File: config.mk
export PLATFORM = sky130hd
export DESIGN_NAME = spc_queue
export DESIGN_NICKNAME = d
export VERILOG_FILES = /design/src/design/spc_pkg.sv /design/src/design/spc_queue.sv
export SDC_FILE = /design/constraint.sdc
export NUM_CORES = 1
export LEC_CHECK = 0
export BUFFER_PORTS_ARGS = -buffer_cell sky130_fd_sc_hd__buf_2
export CAP_MARGIN = 20
export CORE_ASPECT_RATIO = 1.25
export CORE_MARGIN = 2
export CORE_UTILIZATION = 47
export DETAILED_ROUTE_END_ITERATION = 6
export GPL_ROUTABILITY_DRIVEN = 0
export PLACE_DENSITY = 0.75
export SETUP_SLACK_MARGIN = 0.2
export SKIP_LAST_GASP = 1
export SLEW_MARGIN = 20
export SYNTH_ARGS = -nofsm -noshare
export SYNTH_HDL_FRONTEND = slang
export SYNTH_SLANG_ARGS = --single-unit
export TNS_END_PERCENT = 10
File: constraint.sdc
create_clock -name clk -period 8.9 [get_ports clk]
set_input_delay 0.445 -clock clk [delete_from_list [all_inputs] [get_ports clk]]
set_output_delay 0.445 -clock clk [all_outputs]
set_load 0.01 [all_outputs]
File: src/design/spc_pkg.sv
// Package for the sphere pair contact block: body record, queue entry and codes.
// Used by spc_front, spc_queue, spc_back and sphere_pair_contact_top.
package spc_pkg;

    // Command codes on the input channel.
    localparam logic CMD_WRITE = 1'b0;
    localparam logic CMD_QUERY = 1'b1;

    // Bit positions inside the body flags.
    localparam int FLAG_ALIVE  = 0;
    localparam int FLAG_STATIC = 1;
    localparam int FLAG_MASS   = 2;

    // Iteration counts of the square root and the divisions.
    localparam int SQRT_STEPS = 32;
    localparam int DIV_STEPS  = 30;

    // Unit length of the normal in Q30.
    localparam logic signed [31:0] UNIT_ONE = 32'sh4000_0000;

    // Number of entries in the queue between front and back.
    localparam int QUEUE_DEPTH = 2;

    // One stored body.
    typedef struct packed {
        logic signed [31:0] sector_x;
        logic signed [31:0] sector_y;
        logic signed [31:0] sector_z;
        logic signed [31:0] local_x;
        logic signed [31:0] local_y;
        logic signed [31:0] local_z;
        logic signed [31:0] radius;
        logic [2:0]         flags;
    } body_t;

    // One classified item handed from front to back.
    typedef struct packed {
        logic               found;
        logic               a_lt_b;
        logic signed [31:0] dx;
        logic signed [31:0] dy;
        logic signed [31:0] dz;
        logic [63:0]        dist_sq;
        logic [30:0]        rsum;
    } job_t;

endpackage

File: src/design/spc_queue.sv
// Short queue of classified items between the front and the back part.
// Depends on spc_pkg for the entry type and depth.
module spc_queue
(
    input  logic          clk,
    input  logic          rst_n,
    input  logic          wr_en,
    input  spc_pkg::job_t wr_data,
    output logic          q_full,
    input  logic          rd_en,
    output spc_pkg::job_t rd_data,
    output logic          q_empty
);

    localparam int PW = (spc_pkg::QUEUE_DEPTH > 1) ? $clog2(spc_pkg::QUEUE_DEPTH) : 1;
    localparam int CW = $clog2(spc_pkg::QUEUE_DEPTH + 1);

    spc_pkg::job_t  mem [spc_pkg::QUEUE_DEPTH];
    logic [PW-1:0]  wr_ptr_reg;
    logic [PW-1:0]  rd_ptr_reg;
    logic [CW-1:0]  count_reg;
    logic           do_wr;
    logic           do_rd;

    assign q_full  = (count_reg == CW'(spc_pkg::QUEUE_DEPTH));
    assign q_empty = (count_reg == '0);
    assign do_wr   = wr_en && !q_full;
    assign do_rd   = rd_en && !q_empty;
    assign rd_data = mem[rd_ptr_reg];

    // Entry storage.
    always_ff @(posedge clk)
    begin
        if (do_wr)
        begin
            mem[wr_ptr_reg] <= wr_data;
        end
    end

    // Pointers and fill count.
    always_ff @(posedge clk or negedge rst_n)
    begin
        if (!rst_n)
        begin
            wr_ptr_reg <= '0;
            rd_ptr_reg <= '0;
            count_reg  <= '0;
        end
        else
        begin
            if (do_wr)
            begin
                wr_ptr_reg <= (wr_ptr_reg == PW'(spc_pkg::QUEUE_DEPTH - 1)) ? '0
                                                                             : wr_ptr_reg + 1'b1;
            end
            if (do_rd)
            begin
                rd_ptr_reg <= (rd_ptr_reg == PW'(spc_pkg::QUEUE_DEPTH - 1)) ? '0
                                                                             : rd_ptr_reg + 1'b1;
            end
            if (do_wr && !do_rd)
            begin
                count_reg <= count_reg + 1'b1;
            end
            else if (do_rd && !do_wr)
            begin
                count_reg <= count_reg - 1'b1;
            end
        end
    end

endmodule

# == Yosys cells after proc, flatten, opt, wreduce, memory -nomap -nowiden ==
# Memory sizes are Yosys's and may differ from the RTL's.
# Cells that the tools add are included.
# word_totals
reg_bits,4
ram_bits,386
input_bits,197
elab_cells,25
mem_count,1
# mem_list
name,words,width,rd,rd_clocked_by_memory_dff,write_ports,line_no,source
mem,2,193,1,0,1,spc_queue.sv:18,spc_pkg::job_t mem [spc_pkg::QUEUE_DEPTH];
# op_classes
addsub,4
n_eq_ne,1
muxes,6
reduce_logical,10
# op_table
operator,n
$logic_and 1x1->1,4
$logic_not 1->1,4
$mux 1,4
$mux 2,2
$add 1x1->1 const B,2
$add 2x1->2 const B,1
$eq 2x2->1 const B,1
$logic_not 2->1,1
$reduce_bool 2->1,1
$sub 2x1->2 const B,1

# == Depth between registers and ports, before layout ==
# logic_depth
ltp_word,7
depth_mapped,7
mapped_depth_nobuf,7

# == Worst setup path after synthesis ==
# OpenSTA, ideal clock, no wires.
# synth_path
path_kind,register to register
startpoint,register count_reg[0]
endpoint,memory mem[0][0] in the netlist's numbering (enable)
setup_ns,0.749
t_arrival_ns,8.647
setup_slack_ns,-0.496
stages_incl_launch_ff,4
synth_period_minus_slack_ns,9.396
cell_sequence,dfrtp_1 > nand2b_1 > nand2_1 > nor2_1
# synth_via
elab_chain_len,5
# synth_lines
item,line_no,source
from (decl),spc_queue.sv:21,logic [CW-1:0] count_reg;
from (signal assigned),spc_queue.sv:63,count_reg <= count_reg + 1'b1;
from (signal assigned),spc_queue.sv:67,count_reg <= count_reg - 1'b1;
$eq 2x2->1,spc_queue.sv:25,assign q_full = (count_reg == CW'(spc_pkg::QUEUE_DEPTH));
$logic_not 1->1,spc_queue.sv:27,assign do_wr = wr_en && !q_full;
$logic_and 1x1->1,spc_queue.sv:27,
$mux 1,spc_queue.sv:34,if (do_wr)
$mux 1 (not written as such),spc_queue.sv:36,mem[wr_ptr_reg] <= wr_data;
to (decl),spc_queue.sv:18,
# No other way between the ends.

==> summary.md <==
| Metric | Value |
|---|---|
| Outcome | finished, final reports clean |
| First-pass GRT wire length | about 42 mm |
| CTS tree | done |
| Crit-path slowest cell | buf_4 |
| Worst Setup End Kind | output pin |
| Initial Util | about 48% |
| Layout cell share with drive strength beyond 1 | 61.0% |
| Critical Path Sink | rd_data[26] |
| Final nets | 1238 |
| Avg Cell Area, Syn | 23.9 um^2 |
| H-tree Lvls | 2 |
| R2R cell count | 3 |
| Worst endpoint required time | around 8500 ps |
| # DRC | 0 |
| FF-to-FF End | mem[1][117] |
| Final Hold Vio Count | 0 |
| Maximum vdd drop | about 0.23 mV |
| R2r setup slk | slightly above 6000 ps |
| Post-synth cell types | 16 |
| Clock sink count | 390 |
| Sequential area share after synthesis | about four fifths |
| Number of flip-flops in the largest register | 386 |
| WL per Instance | 19.6 um |
| Synth Cell Area | 14800 um^2 |
| Synth warnings | 0 |
| Slew HR | around 27% |
| Post-CTS Resized | 0 |
| Arrival time of the worst setup path | 3550 ps |
| Vias in the first global route | 7672 |
| Num ports | 392 |
| Antenna violations before repair | 10 |
| Slew @ Worst Pin | 1100 ps |
| IO buf count | 391 |
| Setup crit start kind | flop |
| Gr usage total | 17.2% |
| CTS clk-pin slew, worst paths | around 60 ps |
| HP Class | in -> reg |
| Post-DP HPWL | 19.8 mm |
| Area grow syn2layout | 24.1% |
| Syn Inst Count | 620 |
| Switch share | about 29% |
| Routed Wire Length | about 29 mm |
| GR Overflow Total | 0 |
| Seq cells post-synth | between 300 and 400 |
| TritonCTS buffer count | 39 |
| CTS root buf | clkbuf_16 |
| Chip Width | 163 um |
| Critical Path Stages | 4 |
| Crit-path max cell delay | 910 ps |
| Row cnt | a little over 70 |
| Synthesized net count | 818 |
| Vias post-DR | approximately 7300 |
| Worst hold stages | 1 |
| Vias/cell | 4.92 |
| Max Root-Sink Buffers | 3 |
| Final setup viols | 0 |
| Clock Power Share | 25.1% |
| Core box area | 31000 um^2 |
| Critical Path, Cell by Cell | buf_4 -> buf_4 -> mux2_4 -> buf_2 |
| Sequential Power Share | 43.3% |
| Die area | roughly 33000 um^2 |
| Crit Path Class | reg -> out |
| Worst setup path start | rd_ptr_reg |
| Worst flop-to-flop path startpoint | count_reg[0] |
| Worst-path fanout max | 59 |
| Most used cell, CP | buf_4 |
| Fmax achieved | 250 MHz |
| First-pass DRT Iterations | 5 |
| Antenna Nets Post-Route | 0 |
| Int Power | 4.35 mW |
| Power per cell area | ~330 nW/um^2 |
| Sum Neg Setup Slack | 0 ps |
| Later-pin clock latency in the skew report | 530 ps |
| Max cap viols | 0 |
| Largest net degree at the start of global routing | 66 |
| Leak | between 7 and 8 nW |
| Buf/Inv on CP | 3 |
| WHS | between 90 and 100 ps |
| Minimum clock period | 3990 ps |
| Worst Skew | around 20 ps |
| RSZ-0062 raised after global routing | false |
| Top delay family on crit path | buffers and inverters |
| Die Ht | 202 um |
| Max-slew violation count | 0 |
| Drt first-iter violations | 354 |
| Power share of the combinational group | 31.6% |
| Sw Pwr | between 1.5 and 2 mW |
| Fin crit share | 44.9% |
-- layout by cell type (no fill, tap or decap), drive strengths merged --
| cell type | instances |
|---|---|
| dlygate4sd3 | 1 |
| ha | 1 |
| nand2 | 1 |
| mux2 | 193 |
| buf | 400 |
| dfrtp | 4 |
| clkbuf | 43 |
| bufinv | 2 |
| diode | 7 |
| inv | 4 |
| nand2b | 1 |
| and3 | 1 |
| clkinvlp | 3 |
| o21ai | 1 |
| nor2 | 3 |
| xnor2 | 3 |
| xor2 | 2 |
| clkinv | 19 |
| edfxtp | 386 |
-- per-layer routing --
metal	vias up	share of wire, %	GRT usage [%]
li1	3331	-	-
met1	3620	35	18.5
met2	266	54	30.9
met3	69	7.1	5.03
met4	8	3.5	8.03
met5	-	0.18	0
-- per-stage QoR --
stage               worst slack, ps  cell area (um^2)  instances  total power, mW  util [%]
global placement               5360             17100       1404             4.63      55.2
detailed placement             5380             17100       1404             4.66      55.2
CTS                            4790             18300       1474             6.21      59.1
finish                         4910             18400       1482             6.13      59.2
floorplan                      2770             14800        620             4.09         -
global route                   4720             18400       1481             6.39      59.2
-- how the worst min path moves through the flow --
stage	to	slack, ps	from
after floorplan	count_reg[0]	150	rst_n
after global placement	wr_ptr_reg	260	rst_n
after detailed placement	wr_ptr_reg	260	rst_n
after CTS	mem[1][172]	60	wr_data[172]
after global routing	mem[1][170]	70	wr_data[170]
final	mem[0][172]	90	wr_data[172]
-- power by group through the flow --
stage	Combinational (mW)	Sequential [mW]	Clock, mW
after CTS	1.97	2.66	1.58
after detailed placement	1.96	2.69	0
after global placement	1.96	2.67	0
after floorplan	1.39	2.70	0
final	1.94	2.65	1.54
after global routing	2.06	2.69	1.64
-- synthesized netlist by cell type --
| master | instances | area (um^2) |
|---|---|---|
| ha_1 | 1 | 12.5 |
| nand2_1 | 1 | 3.75 |
| buf_8 | 1 | 15.0 |
| dfrtp_1 | 4 | 100 |
| edfxtp_1 | 386 | 11600 |
| mux2_2 | 33 | 372 |
| inv_1 | 2 | 7.51 |
| buf_2 | 3 | 15.0 |
| o21ai_0 | 1 | 5.00 |
| buf_6 | 18 | 203 |
| mux2_4 | 160 | 2400 |
| xnor2_1 | 3 | 26.3 |
| xor2_1 | 2 | 17.5 |
| and3_1 | 1 | 6.26 |
| nor2_1 | 3 | 11.3 |
| nand2b_1 | 1 | 6.26 |
-- cells by family after synthesis --
| kind of cell | after synthesis | synth area share [%] |
|---|---|---|
| buf+inv | 24 | 1.62 |
| simple gates | 6 | 0.186 |
| mux | 193 | 18.7 |
| compound gates | 1 | 0.0338 |
| fa+ha+maj | 1 | 0.0846 |
| xor+xnor | 5 | 0.296 |
| flops | 390 | 79.0 |
-- what timing repair did --
item | in CTS | in global routing
endpoints found under the hold margin | 4 | 0
buffers inserted | 0 | 0
setup endpoints to repair | 0 | 0
hold buffers | 1 | 0
-- worst register-to-register path: cells and delay by family, from the launching register on --
family	cells	cell delay, ps
buffers and inverters	1	850
DFF	1	430
and+or+nand+nor	2	990
-- area by class of cell --
type                       instances  area (um^2)
fill                            2321        12600
sequential                       390        11700
multi-input combinational        206         2880
timing repair buffer             401         2050
clock buffer                      43         1010
tap                              407          509
clock inverter                    26          198
antenna                            7         17.5
inverter                           2         7.51
(Power assumes the default switching activity.)
